**config.mk**
```make
export PLATFORM = sky130hd
export DESIGN_NAME = exact_match_forwarding_table_top
export DESIGN_NICKNAME = d
export VERILOG_FILES = /design/src/hdl/emft_pkg.sv /design/src/hdl/emft_cell.sv /design/src/hdl/emft_regs.sv /design/src/hdl/exact_match_forwarding_table_top.sv
export SDC_FILE = /design/constraint.sdc
export NUM_CORES = 1
export LEC_CHECK = 0
export BUFFER_PORTS_ARGS = -buffer_cell sky130_fd_sc_hd__clkbuf_2
export CORE_MARGIN = 2
export CORE_UTILIZATION = 58
export CTS_BUF_LIST = sky130_fd_sc_hd__clkbuf_8
export CTS_CLUSTER_DIAMETER = 80
export CTS_CLUSTER_SIZE = 8
export DETAILED_ROUTE_END_ITERATION = 8
export GPL_TIMING_DRIVEN = 0
export PLACE_DENSITY = 0.75
export SYNTH_ARGS = -nofsm -noshare
export SYNTH_HDL_FRONTEND = slang
export SYNTH_SLANG_ARGS = --single-unit
```
**constraint.sdc**
```tcl
create_clock -name clk -period 5.9 [get_ports clk]
set_input_delay 1.18 -clock clk [delete_from_list [all_inputs] [get_ports clk]]
set_output_delay 1.18 -clock clk [all_outputs]
set_load 0.03 [all_outputs]
```
**src/hdl/emft_pkg.sv**
```systemverilog
// Shared types and constants for the exact-match forwarding table.
// Holds the request/response words, the token that walks the cell chain and the codes.
// No dependencies.
package emft_pkg;

	// Number of entries, one per cell in the chain (range 1 to 256)
	localparam int TABLE_SIZE = 16;

	localparam int ADDR_W  = 16;
	localparam int NBR_W   = 8;
	localparam int DELAY_W = 16;
	localparam int STAT_W  = 3;

	// Request types
	localparam logic REQ_ADD    = 1'b0;
	localparam logic REQ_LOOKUP = 1'b1;

	// Result status codes
	localparam logic [STAT_W-1:0] ST_INSERTED = 3'd0;
	localparam logic [STAT_W-1:0] ST_FULL     = 3'd1;
	localparam logic [STAT_W-1:0] ST_DUP      = 3'd2;
	localparam logic [STAT_W-1:0] ST_HIT      = 3'd3;
	localparam logic [STAT_W-1:0] ST_DEFAULT  = 3'd4;
	localparam logic [STAT_W-1:0] ST_NOROUTE  = 3'd5;

	// Configuration register indexes (byte address = 4 * index)
	localparam int REG_IDX_W = 2;
	localparam int PADDR_W   = 4;
	localparam logic [REG_IDX_W-1:0] REG_DEFAULT_VALID    = 2'd0;
	localparam logic [REG_IDX_W-1:0] REG_DEFAULT_NEIGHBOR = 2'd1;
	localparam logic [REG_IDX_W-1:0] REG_DEFAULT_DELAY    = 2'd2;

	// Input word
	typedef struct packed {
		logic               req_type;
		logic [ADDR_W-1:0]  address;
		logic [NBR_W-1:0]   neighbor;
		logic [DELAY_W-1:0] delay;
	} req_t;

	// Output word
	typedef struct packed {
		logic [STAT_W-1:0]  status;
		logic [NBR_W-1:0]   next_neighbor;
		logic [DELAY_W-1:0] next_delay;
	} rsp_t;

	// Default route settings
	typedef struct packed {
		logic               valid;
		logic [NBR_W-1:0]   neighbor;
		logic [DELAY_W-1:0] delay;
	} dflt_t;

	// Request token passed from cell to cell.
	// neighbor/delay carry the new entry, replaced by the matched entry's data on a hit.
	typedef struct packed {
		logic               valid;
		logic               req_type;
		logic [ADDR_W-1:0]  address;
		logic [NBR_W-1:0]   neighbor;
		logic [DELAY_W-1:0] delay;
		logic               found;
		logic               free_seen;
		logic               inserted;
	} tok_t;

endpackage

```
**src/hdl/emft_cell.sv**
```systemverilog
// One table cell: holds a single entry and forwards the request token to the next cell.
// Compares the token address, takes an insert into the first free cell, registers the token.
// Depends on emft_pkg.
module emft_cell (
	input  logic          clk,
	input  logic          arst_n,
	input  logic          hold,
	input  emft_pkg::tok_t tok_in,
	output emft_pkg::tok_t tok_out
);
	import emft_pkg::*;

	logic               ent_valid_q;
	logic [ADDR_W-1:0]  ent_addr_q;
	logic [NBR_W-1:0]   ent_nbr_q;
	logic [DELAY_W-1:0] ent_delay_q;
	tok_t               tok_q;
	tok_t               tok_nxt;
	logic               match;
	logic               take;

	// Compare and slot selection
	assign match = ent_valid_q && (ent_addr_q == tok_in.address) && !tok_in.found;
	assign take  = tok_in.valid && (tok_in.req_type == REQ_ADD) && !ent_valid_q &&
		!tok_in.found && !tok_in.inserted;

	always_comb begin
		tok_nxt           = tok_in;
		tok_nxt.found     = tok_in.found | match;
		tok_nxt.free_seen = tok_in.free_seen | !ent_valid_q;
		tok_nxt.inserted  = tok_in.inserted | take;
		if (match) begin
			tok_nxt.neighbor = ent_nbr_q;
			tok_nxt.delay    = ent_delay_q;
		end
	end

	// Entry occupancy
	always_ff @(posedge clk or negedge arst_n) begin
		if (!arst_n) begin
			ent_valid_q <= 1'b0;
		end else if (take) begin
			ent_valid_q <= 1'b1;
		end
	end

	// Entry payload
	always_ff @(posedge clk) begin
		if (take) begin
			ent_addr_q  <= tok_in.address;
			ent_nbr_q   <= tok_in.neighbor;
			ent_delay_q <= tok_in.delay;
		end
	end

	// Token stage; holds only when the downstream side cannot take it
	always_ff @(posedge clk or negedge arst_n) begin
		if (!arst_n) begin
			tok_q <= '0;
		end else if (!(tok_q.valid && hold)) begin
			tok_q <= tok_nxt;
		end
	end

	assign tok_out = tok_q;

endmodule

```
**src/hdl/emft_regs.sv**
```systemverilog
// APB-style register file for the default route settings.
// Decodes write and read accesses, presents the settings as one struct.
// Depends on emft_pkg.
module emft_regs (
	input  logic                          clk,
	input  logic                          arst_n,
	input  logic                          psel,
	input  logic                          penable,
	input  logic                          pwrite,
	input  logic [emft_pkg::PADDR_W-1:0]  paddr,
	input  logic [31:0]                   pwdata,
	output logic [31:0]                   prdata,
	output logic                          pready,
	output emft_pkg::dflt_t               dflt
);
	import emft_pkg::*;

	dflt_t                dflt_q;
	logic                 wr_en;
	logic [REG_IDX_W-1:0] idx;

	assign pready = 1'b1;
	assign wr_en  = psel && penable && pwrite;
	assign idx    = paddr[PADDR_W-1:2];

	// Register writes; indexes past the list are ignored
	always_ff @(posedge clk or negedge arst_n) begin
		if (!arst_n) begin
			dflt_q <= '0;
		end else if (wr_en) begin
			unique case (idx)
				REG_DEFAULT_VALID:    dflt_q.valid    <= pwdata[0];
				REG_DEFAULT_NEIGHBOR: dflt_q.neighbor <= pwdata[NBR_W-1:0];
				REG_DEFAULT_DELAY:    dflt_q.delay    <= pwdata[DELAY_W-1:0];
				default: ;
			endcase
		end
	end

	// Read mux
	always_comb begin
		unique case (idx)
			REG_DEFAULT_VALID:    prdata = {31'd0, dflt_q.valid};
			REG_DEFAULT_NEIGHBOR: prdata = {{(32-NBR_W){1'b0}}, dflt_q.neighbor};
			REG_DEFAULT_DELAY:    prdata = {{(32-DELAY_W){1'b0}}, dflt_q.delay};
			default:              prdata = '0;
		endcase
	end

	assign dflt = dflt_q;

endmodule

```
**src/hdl/exact_match_forwarding_table_top.sv**
```systemverilog
// Exact-match forwarding table, top level: cell chain, result register, register file.
// The request token is registered in every cell of the chain in turn, the last cell feeding the result
// stage, which registers the response word.
// A single token walks the chain: a new request is stalled until that token leaves the last cell.
// Reset: asynchronous, active low; empties the table and clears the default route.
module exact_match_forwarding_table_top (
	input  logic                         clk,
	input  logic                         arst_n,
	input  logic                         req_valid,
	output logic                         req_stall,
	input  emft_pkg::req_t               req,
	output logic                         rsp_valid,
	input  logic                         rsp_stall,
	output emft_pkg::rsp_t               rsp,
	input  logic                         psel,
	input  logic                         penable,
	input  logic                         pwrite,
	input  logic [emft_pkg::PADDR_W-1:0] paddr,
	input  logic [31:0]                  pwdata,
	output logic [31:0]                  prdata,
	output logic                         pready
);
	import emft_pkg::*;

	tok_t                  tok [TABLE_SIZE+1];
	tok_t                  tok_head;
	logic [TABLE_SIZE-1:0] tok_valid_vec;
	dflt_t                 dflt;
	logic                  busy_q;
	logic                  accept;
	logic                  out_hold;
	logic                  tok_exit;
	tok_t                  last;
	rsp_t                  rsp_nxt;
	rsp_t                  rsp_q;
	logic                  rsp_valid_q;

	emft_regs u_regs (
		.clk     (clk),
		.arst_n  (arst_n),
		.psel    (psel),
		.penable (penable),
		.pwrite  (pwrite),
		.paddr   (paddr),
		.pwdata  (pwdata),
		.prdata  (prdata),
		.pready  (pready),
		.dflt    (dflt)
	);

	// Input side: one request in the chain at a time
	assign req_stall = busy_q;
	assign accept    = req_valid && !busy_q;

	always_comb begin
		tok_head           = '0;
		tok_head.valid     = accept;
		tok_head.req_type  = req.req_type;
		tok_head.address   = req.address;
		tok_head.neighbor  = req.neighbor;
		tok_head.delay     = req.delay;
	end

	assign tok[0] = tok_head;

	// Cell chain
	for (genvar i = 0; i < TABLE_SIZE; i++) begin : g_cell
		emft_cell u_cell (
			.clk     (clk),
			.arst_n  (arst_n),
			.hold    ((i == TABLE_SIZE - 1) && out_hold),
			.tok_in  (tok[i]),
			.tok_out (tok[i+1])
		);
		assign tok_valid_vec[i] = tok[i+1].valid;
	end

	assign last     = tok[TABLE_SIZE];
	assign out_hold = rsp_valid_q && rsp_stall;
	assign tok_exit = last.valid && !out_hold;

	// Result decode at the end of the chain
	always_comb begin
		rsp_nxt = '0;
		if (last.req_type == REQ_ADD) begin
			if (last.inserted) begin
				rsp_nxt.status = ST_INSERTED;
			end else if (!last.free_seen) begin
				rsp_nxt.status = ST_FULL;
			end else begin
				rsp_nxt.status = ST_DUP;
			end
		end else if (last.found) begin
			rsp_nxt.status        = ST_HIT;
			rsp_nxt.next_neighbor = last.neighbor;
			rsp_nxt.next_delay    = last.delay;
		end else if (dflt.valid) begin
			rsp_nxt.status        = ST_DEFAULT;
			rsp_nxt.next_neighbor = dflt.neighbor;
			rsp_nxt.next_delay    = dflt.delay;
		end else begin
			rsp_nxt.status = ST_NOROUTE;
		end
	end

	// Busy flag and output valid
	always_ff @(posedge clk or negedge arst_n) begin
		if (!arst_n) begin
			busy_q      <= 1'b0;
			rsp_valid_q <= 1'b0;
		end else begin
			if (accept) begin
				busy_q <= 1'b1;
			end else if (tok_exit) begin
				busy_q <= 1'b0;
			end
			if (tok_exit) begin
				rsp_valid_q <= 1'b1;
			end else if (!rsp_stall) begin
				rsp_valid_q <= 1'b0;
			end
		end
	end

	// Output word
	always_ff @(posedge clk) begin
		if (tok_exit) begin
			rsp_q <= rsp_nxt;
		end
	end

	assign rsp_valid = rsp_valid_q;
	assign rsp       = rsp_q;

`ifndef SYNTHESIS
	// Never more than one token in the chain
	a_one_token: assert property (@(posedge clk) disable iff (!arst_n)
		$countones(tok_valid_vec) <= 1)
		else $error("more than one token in the cell chain");

	// An idle block has an empty chain
	a_idle_empty: assert property (@(posedge clk) disable iff (!arst_n)
		!busy_q |-> (tok_valid_vec == '0))
		else $error("token in chain while not busy");

	// A new result only follows a token leaving the last cell
	a_rsp_source: assert property (@(posedge clk) disable iff (!arst_n)
		$rose(rsp_valid) |-> $past(last.valid))
		else $error("result without a token at the chain end");
`endif

endmodule
```
* Word-level counts from Yosys, hierarchy flattened *
Index checks and enable logic that the tools add are counted.

word-level totals
  flip-flop bits (word level) = 1414
  bits of input ports = 84
  output and inout port bits = 62
  logic and storage cells = 458

cells by class
  eq/ne operators = 19
  muxes and demuxes = 27
  bitwise operators = 61
  reduce and logical (&&, ||, !) cells = 152

operators by type and width
  operator                                                                 number
  24-bit 2-to-1 mux                                                        17
  16-bit equality test                                                     16
  1-bit logical AND                                                        99
  1-bit zero test                                                          48
  16-bit case mux with 3 select lines                                      1
  1-bit bitwise OR                                                         45
  27-bit 2-to-1 mux                                                        1
  1-bit inverter                                                           16
  2-bit AND reduction                                                      3
  1-bit 2-to-1 mux                                                         5
  2-bit 2-to-1 mux                                                         2
  3-bit 2-to-1 mux                                                         1
  2-bit by 1-bit equality test with 1-bit output, second input constant    1
  2-bit equality test, second input constant                               1
  2-bit zero test                                                          1
  2-bit by 1-bit inequality test with 1-bit output, second input constant  1
  2-bit nonzero test                                                       1

* Logic depth before layout (Yosys ltp) *
  depth after elaboration = 6
  gate-level depth with buffers = 7
  mapped depth without buffers = 5

* By module *
Synthesis repeated with hierarchy kept, for this count alone.

second synthesis, totals
  cells, all modules = 3456
  area total of the unflattened synthesis = 54971.5 um2

modules (own cells, without submodules)
  module                            times used  cells each  area an instance (um2)  seq. area each (um2)
  emft_cell                         16          202         3268.1                  2352.3
  exact_match_forwarding_table_top  1           128         1418.9                  860.8
  emft_regs                         1           96          1262.5                  625.6

* Worst setup path before layout *
OpenSTA, ideal clock, no wires.

  path type = reg-to-reg
  from = register g_cell[3].u_cell.ent_valid_q
  to = register g_cell[3].u_cell.ent_valid_q
  setup time = 0.088 ns
  arrival = 4.854 ns
  required time = 5.812 ns
  path slack = 0.958 ns
  cell stages (with the launch flop) = 3
  path buffers = 0
  period minus slack after synthesis = 4.942 ns
  cells stage by stage = dfrtp_1 nor4_1 or2_2

on the way
  cells in the longest elaborated chain, start to end = 4

ends and longest elaborated chain
  element                         RTL line         source
  from (decl)                     emft_cell.sv:13  logic ent_valid_q;
  from (signal assigned)          emft_cell.sv:41  ent_valid_q <= 1'b0;
  from (signal assigned)          emft_cell.sv:43  ent_valid_q <= 1'b1;
  1-bit zero test                 emft_cell.sv:24  assign take = tok_in.valid && (tok_in.req_type == REQ_ADD) && !ent_valid_q &&
  1-bit logical AND (2 in a row)  emft_cell.sv:24
  1-bit logical AND               emft_cell.sv:25  !tok_in.found && !tok_in.inserted;
  via g_cell[3].u_cell.take       emft_cell.sv:20  logic take;

The timed path passes the listed nets, and every way through them passes these cells.
A chain may end at the register's enable or synchronous reset.

* Worst setup path in the final report *
  from = input paddr[3] (netlist name)
  to = output prdata[9]

on the way
  cells in the longest elaborated chain, start to end = 2
  elaborated cells between the ends (all ways) = 4
  classes of those cells = eq/ne: 2; mux: 1; reduce/logical: 1

ends and longest elaborated chain
  element                                      RTL line                                source
  from (decl)                                  exact_match_forwarding_table_top.sv:18  input logic [emft_pkg::PADDR_W-1:0] paddr,
  2-bit equality test (tied with other cells)  emft_regs.sv:42                         unique case (idx)
  16-bit case mux with 3 select lines *        emft_regs.sv:42
  to (decl)                                    exact_match_forwarding_table_top.sv:20  output logic [31:0] prdata,

Mark *: on every way between the ends. The rest lies on a longest branch, timed or not.

==> run summary <==
WS Path Type: in -> out
CP dominant cell by count: clkbuf_2
Clk pwr share: 36.4%
Critical Path Max Stage Delay: 0.46 ns
EDFF count, synth: 667
crit share post-route: 64.3%
power share of the sequential group: 60.8%
Startpoint Class: input pin
Starting Density: 58.7%
FF+latch count, synth: 1414
dominant cells by area after synthesis: edfxtp_1 (41%), dfrtp_1 (39%), mux2_2 (8.4%)
Hold Crit Class: in -> async
clock root cell: clkbuf_8
Iter 0 DRT Violations: 945
GRT Util Overall: 16.5%
Combinational Power Share: 2.9%
total CTS buffers: 194
ys flop type: dfrtp_1
drt pass-1 iters: 6
# DRC: 0
Critical Path Fanout Max: 10
I/O pin count: 146
Worst Path Arrival: 2.61 ns
Placer Congestion: 0.811
DP HPWL: 44.8 mm
Antenna Nets Post-Route: 0
CTS tree: yes
most instantiated cells after synthesis: dfrtp_1 (747), edfxtp_1 (667), mux2_2 (362), xnor2_1 (196), xor2_1 (40)
Int Pwr: 0.0140 W
outcome: completed
GRT overflow: 0
share of the synthesized area in the top cell type: 41.5%
max-cap violation count: 0
Post-DP Area: 51000 µm²
pwr/cell area: 326 nW/µm²
mapped cell area: 48300 µm²
Critical path buffers and inverters: 3
P_leak: 21.3 nW
sequential-to-total area share from yosys stat: 80.2%
fin crit period: 3.79 ns
Finished Cell Area: 54400 µm²
FMAX: 0.264 GHz
dpl cells: 3752
die area: 85600 µm²
Die Y: 293 µm
synth warn: 0
max-slew violation count: 0
number of cell rows: 105
Post-Layout Cell Count: 4109
crit end category: output port
cts hold-fix bufs: 0
unrepaired setup endpoints after global routing: false
share of layout cells above drive strength 1: 28.5%
post-DR vias/cell: 5.10
largest net degree at the start of global routing: 123
Synth cell types: 49
setup TNS: 0 ns
family with the most delay on the worst path: buffers and inverters
maximum vdd ir drop: 0.000229 V
Synth async-reset ratio: 52.8%
initial antenna violation count: 1
Synth Area per Inst: 19.4 µm²
Worst Reg-to-Reg Cells: 6
postcts setup bufs: 0
vias: 21000
Clock Pin Slew Worst Setup and Hold Paths: 0.06 ns
Switching Fraction: 21.3%
synthesized instance count: 2491
H-tree Lvls: 4
most frequent cell after synthesis: dfrtp_1
I/O Buffers: 110
vias in the first global route: 23300
CTS Buffer Depth: 3
nets@finish: 2962
average routed wire per standard cell: 16.4 µm
number of stages on the worst setup path: 5
Worst-Skew Late Latency: 0.83 ns
Syn-to-layout area delta: 12.7%
Critical-path top delay cell: clkbuf_1
Post-Route WL: 67.5 mm
clock sink total: 1414
core box area: 82200 µm²
Setup violations, final: 0
Net Sw Power: 0.00379 W
cts repair resizes: 0
die width: 293 µm
worst slew pin tran: 1.39 ns
Crit path required time: 4.72 ns
cell taking the most area after synthesis: edfxtp_1
global-route wire length before repair: 114 mm
crit-path cells: clkbuf_2, nor2b_1, clkbuf_1, and2_1, clkbuf_2
Final Hold Fails: 0
slew margin rel.: 7.45%
Clock Skews: 0.0341 ns
[sequential cells by signal, summed over array words and instances (netlist names)]
name / cells
g_cell.u_cell.ent_nbr_q: 128
rsp: 27
req_stall: 1
g_cell.u_cell.ent_valid_q: 16
g_cell.u_cell.ent_addr_q: 256
u_regs.dflt: 25
g_cell.u_cell.ent_delay_q: 256
g_cell.u_cell.tok_out: 704
rsp_valid: 1
[through the flow]
stage | power (W) | hold WS (ns) | setup WS [ns] | utilization (%)
floorplan | 0.0112 | 0.346 | 0.958 | -
detailed placement | 0.0115 | 0.359 | 2.05 | 62.0
global placement | 0.0115 | 0.359 | -12.89 | 61.1
CTS | 0.0180 | 0.304 | 2.04 | 66.2
global route | 0.0185 | 0.343 | 1.99 | 66.2
finish | 0.0178 | 0.347 | 2.11 | 66.2
[power by group through the flow]
stage	Sequential, W	Combinational, W	Clock [W]
5_1_grt	0.0108	0.000571	0.00711
4_1_cts	0.0108	0.000522	0.00668
3_3_place_gp	0.0110	0.000482	0
2_1_floorplan	0.0109	0.000317	0
6_report	0.0108	0.000509	0.00646
3_5_place_dp	0.0110	0.000516	0
[area by class of cell]
class | count | area, µm²
plain buffers | 66 | 520
diodes | 1 | 2.50
well taps | 1070 | 1340
flip-flops and latches | 1414 | 38700
clock inverters | 158 | 684
repair buffers | 176 | 1210
fillers | 5265 | 27800
multi-input cells | 987 | 9060
clock buffers | 198 | 2730
inverters | 39 | 146
[final timing paths]
check	startpoint	endpoint	slack, ns
hold reg to reg	g_cell[1].u_cell.tok_out[44]	g_cell[2].u_cell.tok_out[44]	0.37
setup / recovery	paddr[3]	prdata[9]	2.11
hold / removal	arst_n	g_cell[14].u_cell.tok_out[36]	0.35
max in group asynchronous	arst_n	g_cell[1].u_cell.tok_out[13]	3.04
setup reg to reg	g_cell[3].u_cell.tok_out[28]	g_cell[4].u_cell.tok_out[7]	3.20
min in group clk	g_cell[1].u_cell.tok_out[44]	g_cell[2].u_cell.tok_out[44]	0.37
[per-layer routing]
layer	wire (µm)	GRT usage (%)	share of wire, %
met4	1880	7.10	2.8
met1	26100	18.8	39
met2	36800	30.0	55
met3	2700	3.37	4.0
met5	0	0	0
[cell usage in the layout (no fill, tap or decap), drive strengths merged, types with 3 or more instances in the layout]
cell      count
nand2        23
or2          15
o21ai         5
o221ai        5
nor4         26
a221o        24
o31ai        15
nand2b       35
inv         191
nor2          6
xnor2       196
clkinv        3
or4          12
nand3        18
a22o         31
clkinvlp      3
and2         35
nor2b        10
nor3         17
conb         17
xor2         40
dfrtp       747
a222oi        3
buf         117
edfxtp      667
o21bai       12
nand4        36
mux2        385
clkbuf      323
[cells by family after synthesis]
group	count (synthesis)	share of synthesized area, %
AO/OA/AOI/OAI	107	1.87
XOR/XNOR	236	4.28
buffers and inverters	105	1.38
flip-flops	1414	80.2
multiplexers	386	9.18
other	2	0.0156
AND/OR/NAND/NOR	241	3.09
Note: power is estimated with default switching activity, not from simulation.
